<file path="config.mk">
export PLATFORM = sky130hd
export DESIGN_NAME = meter_telegram_frame_parser_unit
export DESIGN_NICKNAME = d
export VERILOG_FILES = /design/src/rtl/mtfp_pkg.sv /design/src/rtl/meter_telegram_frame_parser_unit.sv /design/src/rtl/mtfp_decode.sv /design/src/rtl/mtfp_out_stage.sv
export SDC_FILE = /design/constraint.sdc
export NUM_CORES = 1
export LEC_CHECK = 0
export BUFFER_PORTS_ARGS = -buffer_cell sky130_fd_sc_hd__buf_2
export CAP_MARGIN = 20
export CORE_MARGIN = 5
export CORE_UTILIZATION = 50
export DETAILED_ROUTE_END_ITERATION = 7
export PLACE_DENSITY = 0.71
export SETUP_SLACK_MARGIN = 0.5
export SLEW_MARGIN = 10
export SYNTH_ARGS = -nofsm -noshare
export SYNTH_HDL_FRONTEND = slang
export SYNTH_SLANG_ARGS = --single-unit
export TNS_END_PERCENT = 1
</file>
<file path="constraint.sdc">
create_clock -name clock -period 3.7 [get_ports clock]
set_clock_uncertainty 0.1 [all_clocks]
set_input_delay 0 -clock clock [delete_from_list [all_inputs] [get_ports clock]]
set_output_delay 0 -clock clock [all_outputs]
set_load 0.03 [all_outputs]
</file>
<file path="src/rtl/mtfp_pkg.sv">
package mtfp_pkg;

   localparam int unsigned FrameBytes = 14;

   localparam logic [7:0] BYTE_END        = 8'hFF;
   localparam logic [7:0] BYTE_ERR_FRAME  = 8'h10;
   localparam logic [7:0] BYTE_READ_FRAME = 8'h11;
   localparam logic [7:0] DEV_WATER       = 8'h01;
   localparam logic [7:0] STAT_CODE_OK    = 8'h00;
   localparam logic [7:0] STAT_CODE_TEMP  = 8'h10;

   localparam logic [3:0] LEN_ERROR   = 4'd5;
   localparam logic [3:0] LEN_READING = 4'd14;

   localparam logic [1:0] KIND_ERROR   = 2'd0;
   localparam logic [1:0] KIND_READING = 2'd1;
   localparam logic [1:0] KIND_UNKNOWN = 2'd2;
   localparam logic [1:0] KIND_END     = 2'd3;

   localparam logic [1:0] STATUS_OK    = 2'd0;
   localparam logic [1:0] STATUS_TEMP  = 2'd1;
   localparam logic [1:0] STATUS_OTHER = 2'd2;

   typedef struct packed {
      logic [1:0]  kind;
      logic        device_kind;
      logic [31:0] serial;
      logic [1:0]  status;
      logic [6:0]  year;
      logic [3:0]  month;
      logic [4:0]  day;
      logic [4:0]  hour;
      logic [5:0]  minute;
      logic [31:0] counter;
      logic        truncated;
      logic        last;
   } rec_type;

   // results caused by one byte: an optional record, and an optional end record after it
   typedef struct packed {
      logic    first_valid;
      logic    second_end;
      rec_type first;
   } res_type;

   function automatic rec_type make_end(input logic trunc);
      rec_type r;
      r           = '0;
      r.kind      = KIND_END;
      r.truncated = trunc;
      r.last      = 1'b1;
      return r;
   endfunction

endpackage

</file>
<file path="src/rtl/meter_telegram_frame_parser_unit.sv">
// Meter telegram frame parser.
// req_ carries one telegram byte per transfer (tdata[7:0]); req_tlast marks the
// final byte of the telegram. rsp_ carries one record per transfer: rsp_tuser is
// the record kind, rsp_tdata the decoded fields, rsp_tlast the end record.
// Type 0x10 opens a 5-byte error frame, 0x11 a 14-byte reading frame; a record
// appears when the frame's final byte is taken. Other type bytes give an empty
// record, 0xFF or a flagged last byte give an end record.
// A byte is registered in the input register, then decoded combinationally into
// the result register once that register is free; its first record transfers
// out from the result register.
// Throughput: one byte per cycle while the result register is free. A byte that
// yields two records (a record plus the end record) holds the input while the
// end record is queued behind the result register.
// Reset clears the frame position, frame type and end-of-telegram flags; frame
// byte storage is not cleared. When rsp_tready is low the result register holds,
// the input register still takes one byte, then req_tready drops.
module meter_telegram_frame_parser_unit
   import mtfp_pkg::*;
(
   input  logic        clock,
   input  logic        reset,
   input  logic        req_tvalid,
   output logic        req_tready,
   input  logic [7:0]  req_tdata,   // [7:0] data_byte
   input  logic        req_tlast,   // last_byte
   output logic        rsp_tvalid,
   input  logic        rsp_tready,
   // [0] device_kind, [32:1] serial, [34:33] status, [41:35] year, [45:42] month,
   // [50:46] day, [55:51] hour, [61:56] minute, [93:62] counter, [94] truncated,
   // [95] zero
   output logic [95:0] rsp_tdata,
   output logic [1:0]  rsp_tuser,  // [1:0] kind
   output logic        rsp_tlast   // last
);

   logic       in_valid_ff, in_valid_in;
   logic [7:0] in_byte_ff;
   logic       in_last_ff;
   logic       can_load;
   logic       consume;
   logic       req_xfer;
   res_type    res;
   rec_type    rec;

   assign consume    = in_valid_ff && can_load;
   assign req_tready = !in_valid_ff || consume;
   assign req_xfer   = req_tvalid && req_tready;

   always_comb begin
      in_valid_in = in_valid_ff;
      if (req_xfer) begin
         in_valid_in = 1'b1;
      end else if (consume) begin
         in_valid_in = 1'b0;
      end
   end

   always_ff @(posedge clock) begin
      if (reset) begin
         in_valid_ff <= 1'b0;
      end else begin
         in_valid_ff <= in_valid_in;
      end
   end

   always_ff @(posedge clock) begin
      if (req_xfer) begin
         in_byte_ff <= req_tdata;
         in_last_ff <= req_tlast;
      end
   end

   mtfp_decode u_decode (
      .clock     (clock),
      .reset     (reset),
      .fire      (consume),
      .data_byte (in_byte_ff),
      .last_byte (in_last_ff),
      .res       (res)
   );

   mtfp_out_stage u_out (
      .clock     (clock),
      .reset     (reset),
      .load      (consume),
      .res       (res),
      .can_load  (can_load),
      .rsp_valid (rsp_tvalid),
      .rsp_ready (rsp_tready),
      .rsp_rec   (rec)
   );

   assign rsp_tuser = rec.kind;
   assign rsp_tlast = rec.last;
   assign rsp_tdata = {1'b0, rec.truncated, rec.counter, rec.minute, rec.hour, rec.day,
                       rec.month, rec.year, rec.status, rec.serial, rec.device_kind};

endmodule

</file>
<file path="src/rtl/mtfp_decode.sv">
module mtfp_decode
   import mtfp_pkg::*;
(
   input  logic       clock,
   input  logic       reset,
   input  logic       fire,
   input  logic [7:0] data_byte,
   input  logic       last_byte,
   output res_type    res
);

   logic [3:0] bytes_left_ff, bytes_left_in;
   logic       is_reading_ff, is_reading_in;
   logic       done_ff, done_in;
   logic [7:0] frame_ff [FrameBytes];
   logic [7:0] frame_view [FrameBytes];
   logic [3:0] cur_idx;
   logic       fb_we;
   rec_type    frame_rec;
   rec_type    unknown_rec;
   logic [7:0] status_code;

   assign cur_idx = (is_reading_ff ? LEN_READING : LEN_ERROR) - bytes_left_ff;
   assign fb_we   = fire && !done_ff && (bytes_left_ff != 4'd0);

   // frame contents including the byte being taken now
   always_comb begin
      for (int i = 0; i < FrameBytes; i++) begin
         frame_view[i] = (fb_we && cur_idx == 4'(i)) ? data_byte : frame_ff[i];
      end
   end

   assign status_code = frame_view[5];

   always_comb begin
      frame_rec             = '0;
      frame_rec.kind        = is_reading_ff ? KIND_READING : KIND_ERROR;
      frame_rec.device_kind = (frame_view[0] == DEV_WATER);
      frame_rec.serial      = {frame_view[4], frame_view[3], frame_view[2], frame_view[1]};
      if (is_reading_ff) begin
         if (status_code == STAT_CODE_OK) begin
            frame_rec.status = STATUS_OK;
         end else if (status_code == STAT_CODE_TEMP) begin
            frame_rec.status = STATUS_TEMP;
         end else begin
            frame_rec.status = STATUS_OTHER;
         end
         // type F: year bits split over the two date bytes
         frame_rec.year    = {frame_view[9][7:4], frame_view[8][7:5]};
         frame_rec.month   = frame_view[9][3:0];
         frame_rec.day     = frame_view[8][4:0];
         frame_rec.hour    = frame_view[7][4:0];
         frame_rec.minute  = frame_view[6][5:0];
         frame_rec.counter = {frame_view[13], frame_view[12], frame_view[11], frame_view[10]};
      end
   end

   always_comb begin
      unknown_rec      = '0;
      unknown_rec.kind = KIND_UNKNOWN;
   end

   always_comb begin
      res           = '0;
      bytes_left_in = bytes_left_ff;
      is_reading_in = is_reading_ff;
      done_in       = done_ff;
      if (fire) begin
         if (done_ff) begin
            if (last_byte) begin
               done_in = 1'b0;
            end
         end else if (bytes_left_ff == 4'd0 && data_byte == BYTE_END) begin
            res.first_valid = 1'b1;
            res.first       = make_end(1'b0);
            done_in         = !last_byte;
         end else begin
            if (bytes_left_ff == 4'd0) begin
               case (data_byte)
                  BYTE_ERR_FRAME: begin
                     bytes_left_in = LEN_ERROR;
                     is_reading_in = 1'b0;
                  end
                  BYTE_READ_FRAME: begin
                     bytes_left_in = LEN_READING;
                     is_reading_in = 1'b1;
                  end
                  default: begin
                     res.first_valid = 1'b1;
                     res.first       = unknown_rec;
                  end
               endcase
            end else begin
               bytes_left_in = bytes_left_ff - 4'd1;
               if (bytes_left_ff == 4'd1) begin
                  res.first_valid = 1'b1;
                  res.first       = frame_rec;
               end
            end
            if (last_byte) begin
               if (res.first_valid) begin
                  res.second_end = 1'b1;
               end else begin
                  res.first_valid = 1'b1;
                  res.first       = make_end(bytes_left_in != 4'd0);
               end
               bytes_left_in = 4'd0;
               is_reading_in = 1'b0;
               done_in       = 1'b0;
            end
         end
      end
   end

   always_ff @(posedge clock) begin
      if (reset) begin
         bytes_left_ff <= 4'd0;
         is_reading_ff <= 1'b0;
         done_ff       <= 1'b0;
      end else begin
         bytes_left_ff <= bytes_left_in;
         is_reading_ff <= is_reading_in;
         done_ff       <= done_in;
      end
   end

   always_ff @(posedge clock) begin
      for (int i = 0; i < FrameBytes; i++) begin
         if (fb_we && cur_idx == 4'(i)) begin
            frame_ff[i] <= data_byte;
         end
      end
   end

endmodule

</file>
<file path="src/rtl/mtfp_out_stage.sv">
module mtfp_out_stage
   import mtfp_pkg::*;
(
   input  logic    clock,
   input  logic    reset,
   input  logic    load,
   input  res_type res,
   output logic    can_load,
   output logic    rsp_valid,
   input  logic    rsp_ready,
   output rec_type rsp_rec
);

   logic    valid_ff, valid_in;
   logic    end_pend_ff, end_pend_in;
   rec_type rec_ff, rec_in;
   logic    slot_free;

   assign slot_free = !valid_ff || rsp_ready;
   assign can_load  = !end_pend_ff && slot_free;
   assign rsp_valid = valid_ff;
   assign rsp_rec   = rec_ff;

   always_comb begin
      valid_in    = valid_ff;
      end_pend_in = end_pend_ff;
      rec_in      = rec_ff;
      if (end_pend_ff && slot_free) begin
         valid_in    = 1'b1;
         end_pend_in = 1'b0;
         rec_in      = make_end(1'b0);
      end else if (load && res.first_valid) begin
         valid_in    = 1'b1;
         end_pend_in = res.second_end;
         rec_in      = res.first;
      end else if (rsp_ready) begin
         valid_in = 1'b0;
      end
   end

   always_ff @(posedge clock) begin
      if (reset) begin
         valid_ff    <= 1'b0;
         end_pend_ff <= 1'b0;
      end else begin
         valid_ff    <= valid_in;
         end_pend_ff <= end_pend_in;
      end
   end

   always_ff @(posedge clock) begin
      rec_ff <= rec_in;
   end

   // a queued end record always sits behind a record on display
   a_pend_has_head: assert property (@(posedge clock) disable iff (reset)
      end_pend_ff |-> valid_ff && rec_ff.kind != KIND_END)
      else $error("end record queued without a leading record");

   a_pend_follows: assert property (@(posedge clock) disable iff (reset)
      end_pend_ff && rsp_ready |=> valid_ff && rec_ff.kind == KIND_END && rec_ff.last
                                   && !rec_ff.truncated)
      else $error("queued end record not presented next");

   a_last_is_end: assert property (@(posedge clock) disable iff (reset)
      valid_ff |-> (rec_ff.last == (rec_ff.kind == KIND_END)))
      else $error("last flag disagrees with record kind");

   a_no_load_while_pend: assert property (@(posedge clock) disable iff (reset)
      end_pend_ff |-> !can_load)
      else $error("item taken while end record pending");

endmodule

</file>
-- Word level (Yosys, flattened, before mapping)
Memories as Yosys holds them, arrays and structs flattened.
Cells that the tools add are included.
Widths: inputs -> output; s select.
- register bits after elaboration: 116
- memory bits (writable): 112
- output and inout port bits: 101
- word-level logic and storage cells: 219
- memories: 1
- add/sub/neg operators: 2
- equality and inequality tests: 19
- multiplexer cells: 120
- bitwise gates (word level): 2
- reduce and logical (&&, ||, !) cells: 55
- memory list (name ; depth ; width ; read ports ; clocked after memory_dff ; wr ports ; line ; RTL):
    u_decode.frame_ff ; 14 ; 8 ; 14 ; 0 ; 1 ; mtfp_decode.sv:15 ; logic [7:0] frame_ff [FrameBytes];
- operator list (cell ; number):
    $mux 98 ; 5
    $mux 100 ; 3
    $mux 8 ; 25
    $reduce_or 8->1 ; 13
    $mux 4 ; 19
    $mux 1 ; 61
    $mux 61 ; 1
    $eq 4x4->1 const B ; 6
    $eq 8x5->1 const B ; 3
    $logic_and 1x1->1 ; 22
    $eq 4x3->1 const B ; 4
    $eq 4x1->1 const B ; 2
    $eq 4x2->1 const B ; 2
    $eq 8x1->1 const B ; 1
    $eq 8x8->1 const B ; 1
    $logic_not 4->1 ; 2
    $logic_not 8->1 ; 1
    $pmux 4 s2 ; 1
    $reduce_bool 4->1 ; 2
    $mux 6 ; 1
    $reduce_bool 3->1 ; 2
    $logic_not 1->1 ; 5
    $mux 5 ; 1
    $reduce_and 5->1 ; 1
    other kinds (9) ; 14

-- Logic depth before layout (Yosys ltp)
- word-level depth: 23
- gate-level depth with buffers: 9
- mapped depth without buffers: 7

-- Modules after synthesis
A second synthesis with hierarchy kept.
- cell total of the unflattened synthesis: 930
- area total of the unflattened synthesis: 10203.5 um^2
- modules (own cells, without submodules) (module ; instances ; cells each ; area an instance (um^2)):
    mtfp_decode ; 1 ; 448 ; 5002.3
    mtfp_out_stage ; 1 ; 465 ; 4857.2
    meter_telegram_frame_parser_unit ; 1 ; 17 ; 344.1

-- Least setup slack after synthesis
OpenSTA, ideal clock, no wires.
- path kind: flip-flop to flip-flop
- start point: reg u_decode.is_reading_ff
- end point: reg u_out.rec_ff (netlist bit u_out.rsp_rec[71])
- arrival: 2.707 ns
- required time: 3.483 ns
- path slack: 0.776 ns
- stages on the path, launching flop included: 9
- buffers on the path: 1
- clock period less this slack: 2.924 ns
- path through: dfxtp_1 -> ha_1 -> fa_1 -> nor2b_1 -> buf_1 -> nand3b_1 -> nor4_4 -> mux2_2 -> a22o_1
- RTL lines (item ; line ; RTL):
    start, declared ; mtfp_decode.sv:13 ; logic is_reading_ff, is_reading_in;
    start signal, assigned ; mtfp_decode.sv:122 ; is_reading_ff <= is_reading_in;
    end signal, assigned ; mtfp_out_stage.sv:52 ; rec_ff <= rec_in;
    end, declared ; mtfp_out_stage.sv:16 ; rec_type rec_ff, rec_in;

==> out/qor.txt <==
status: finished, final reports clean
synth warn: 0
Die W: 140 µm
DPL Wire Length: 13700 µm
asr flop ratio synth: 0%
CTS tree: yes
drt via density: 5.70
n_diodes: 0
Sw Pwr: 1070 µW
Root Driver: clkbuf_16
crit start category: flop
critical path's slowest cell: fa_1
initial antenna violation count: 0
nets@finish: 836
synth cell count leaders: dfxtp_1, mux2_2, o211ai_1, a22o_1, clkbuf_1
DR vias: 5994
area grow syn2layout: 19.6%
Least-Margin Pin Slew: 0.891 ns
Fill cells: 1339
final hold violation count: 0
main area contributors after synthesis: dfxtp_1, mux2_2, edfxtp_1
Setup Viol. Count Final: 0
Inserted Clock Buffers: 23
proportion of netlist area held by the largest area contributor: 48.4%
first-pass GRT wire length: 32600 µm
total power draw: 4900 µW
Sink Count: 223
Initial Util: 50.8%
clk slew on worst S/H paths: 0.06 ns
Max Buffers Root-to-Sink: 3
most common cell in the netlist: dfxtp_1
Max stage delay on crit path: 0.69 ns
routability cong.: 0.875
worst skew pair latency: 0.50 ns
drt pass-1 iters: 4
Slew Viols, Final: 0
GR Util All Layers: 20.3%
H-tree Lvls: 1
Synth area leader: dfxtp_1
Die Ht: 140 µm
post-synthesis register bit count: 223
PortBufs: 112
DRC violations left: 0
Seq pwr share: 50.8%
Synth Area per Inst: 12.0 µm²
crit path kind: reg -> reg
peak supply drop: 0.318 mV
Final period util: 87.1%
Cells after Synth: 697
grt ovf: 0
sequential area share after synthesis: 55.6%
FF-to-FF setup slack: 0.48 ns
Placed Cells: 998
CP required: 3.99 ns
Post-synth EDFFs: 20
Design Area, Final: 0.0100 mm²
Syn Nets: 716
Routed Antenna Nets: 0
Std-Cell Core Area: 0.0165 mm²
pwr/cell area: 488 mW/mm²
fmax: 310 MHz
vias in the first global route: 5930
crit path cell chain: inv_1 > fa_1 > nor3b_1 > nand4_2 > nor4_4 > mux2_2 > a22o_1
Sw Ratio: 21.7%
largest net degree at the start of global routing: 59
Wirelength per Cell: 19.3 µm
Rel. slew slack: 40.4%
Synth Cell Area: 0.00839 mm²
P_int: 3840 µW
area of the die: 0.0195 mm²
I/O pins: 114
setup_tns: 0 ns
RSZ-0062 raised after global routing: yes
Critical Path End Type: flop
post-place instance area: 0.00917 mm²
final non-filler cell total: 1052
Critical Path AT: 3.51 ns
Final Critical Period: 3.22 ns
Routed Wire Length: 20300 µm
post-cts sizing count: 0
Starting DRT DRC Count: 381
Synth Flop Type: dfxtp_1
final core occ: 60.7%
row count: 47
share of cells above drive strength 1: 34.6%
Hold WC Path Type: in -> reg
Netlist cell types: 66
Maximum Capacitance Violations: 0
Clock power frac: 44.9%
combinational share of power: 4.4%
largest fanout on the critical path: 8
LEAKAGE: 0.00414 µW
-- per-layer routing --
metal / track usage [%] / routed length [µm] / vias to the layer above
li1: - / - / 2865
met1: 28.4 / 9440 / 2931
met2: 32.8 / 9320 / 173
met3: 3.98 / 1250 / 25
met4: 4.95 / 314 / 0
met5: 0 / 0 / -
-- area by class of cell --
class                      count  area [µm²]  area share, %
sequential                   223        4660           46.5
timing repair buffer         149         883           8.80
tap                          220         275           2.74
clock inverter                 5        32.5          0.324
multi-input combinational    409        3440           34.3
clock buffer                  35         702           6.99
inverter                      11        41.3          0.411
-- metrics by stage --
step | hold WS, ns | setup slack (ns)
2_1_floorplan | -0.00113 | 0.776
3_3_place_gp | 0.0789 | 0.577
3_5_place_dp | 0.0787 | 0.454
4_1_cts | 0.110 | 0.473
5_1_grt | 0.112 | 0.290
6_report | 0.112 | 0.479
-- what timing repair did --
action / in CTS / in global routing
pin swaps: 1 / 0
hold buffers: 13 / 0
endpoints found under the setup margin: 26 / 69
gates cloned: 0 / 0
hold endpoints to repair: 18 / 0
setup buffers: 1 / 0
-- power groups by stage --
stage / Sequential, µW / Combinational (µW) / Clock (µW)
2_1_floorplan: 2550 / 113 / 0
3_3_place_gp: 2540 / 198 / 0
3_5_place_dp: 2540 / 204 / 0
4_1_cts: 2490 / 215 / 2240
5_1_grt: 2490 / 229 / 2340
6_report: 2490 / 213 / 2200
-- sequential cells by signal, summed over array words and instances (netlist names) --
signal / count
u_decode.frame_ff: 107
in_byte_ff: 8
u_out.rsp_rec: 98
u_decode.done_ff: 1
in_last_ff: 1
in_valid_ff: 1
u_out.rsp_valid: 1
u_decode.is_reading_ff: 1
u_out.end_pend_ff: 1
u_decode.bytes_left_ff: 4
-- final timing paths --
check,start,end,depth (start not counted)
max,u_decode.is_reading_ff,u_out.rsp_rec[65],7
min,req_tdata[2],in_byte_ff[2],2
max reg2reg,u_decode.is_reading_ff,u_out.rsp_rec[65],7
min reg2reg,u_out.rsp_rec[40],u_out.rsp_rec[40],1
-- critical path, delay by kind of cell (launching register included) --
kind                     cells  cell delay, ns
AO/OA/AOI/OAI                1            0.20
buffers and inverters        1            0.12
adder cells (fa/ha/maj)      1            0.69
multiplexers                 1            0.41
AND/OR/NAND/NOR              3            1.03
flip-flops                   1            0.55
-- layout by cell type, fill, tap and decap left out, types with 5 or more instances in the layout --
cell type and instances:
o21ai_0 15, buf_4 23, nor2_1 16, edfxtp_1 20
clkbuf_16 24, o2bb2ai_1 12, nand3_1 5, clkbuf_1 5
nand2_1 23, and2_1 5, a22o_1 58, nor3_1 10
a21oi_1 18, clkbuf_8 6, mux2_2 91, nand2b_1 7
nand4_1 6, o211ai_1 61, inv_1 11, dlygate4sd3_1 13
ha_1 5, dfxtp_1 203, buf_2 112
-- kinds of logic (layout without fill, tap and decap cells) --
family / Yosys count / in the layout / synth area share (%)
mux: 95 / 95 / 12.7
other cells: 1 / 1 / 0.0447
compound gates: 193 / 193 / 18.2
simple gates: 109 / 109 / 8.11
xor+xnor: 5 / 5 / 0.701
buf+inv: 65 / 200 / 3.64
flops: 223 / 223 / 55.6
fa+ha+maj: 6 / 6 / 0.984
Power figures use the tool's default switching activity.
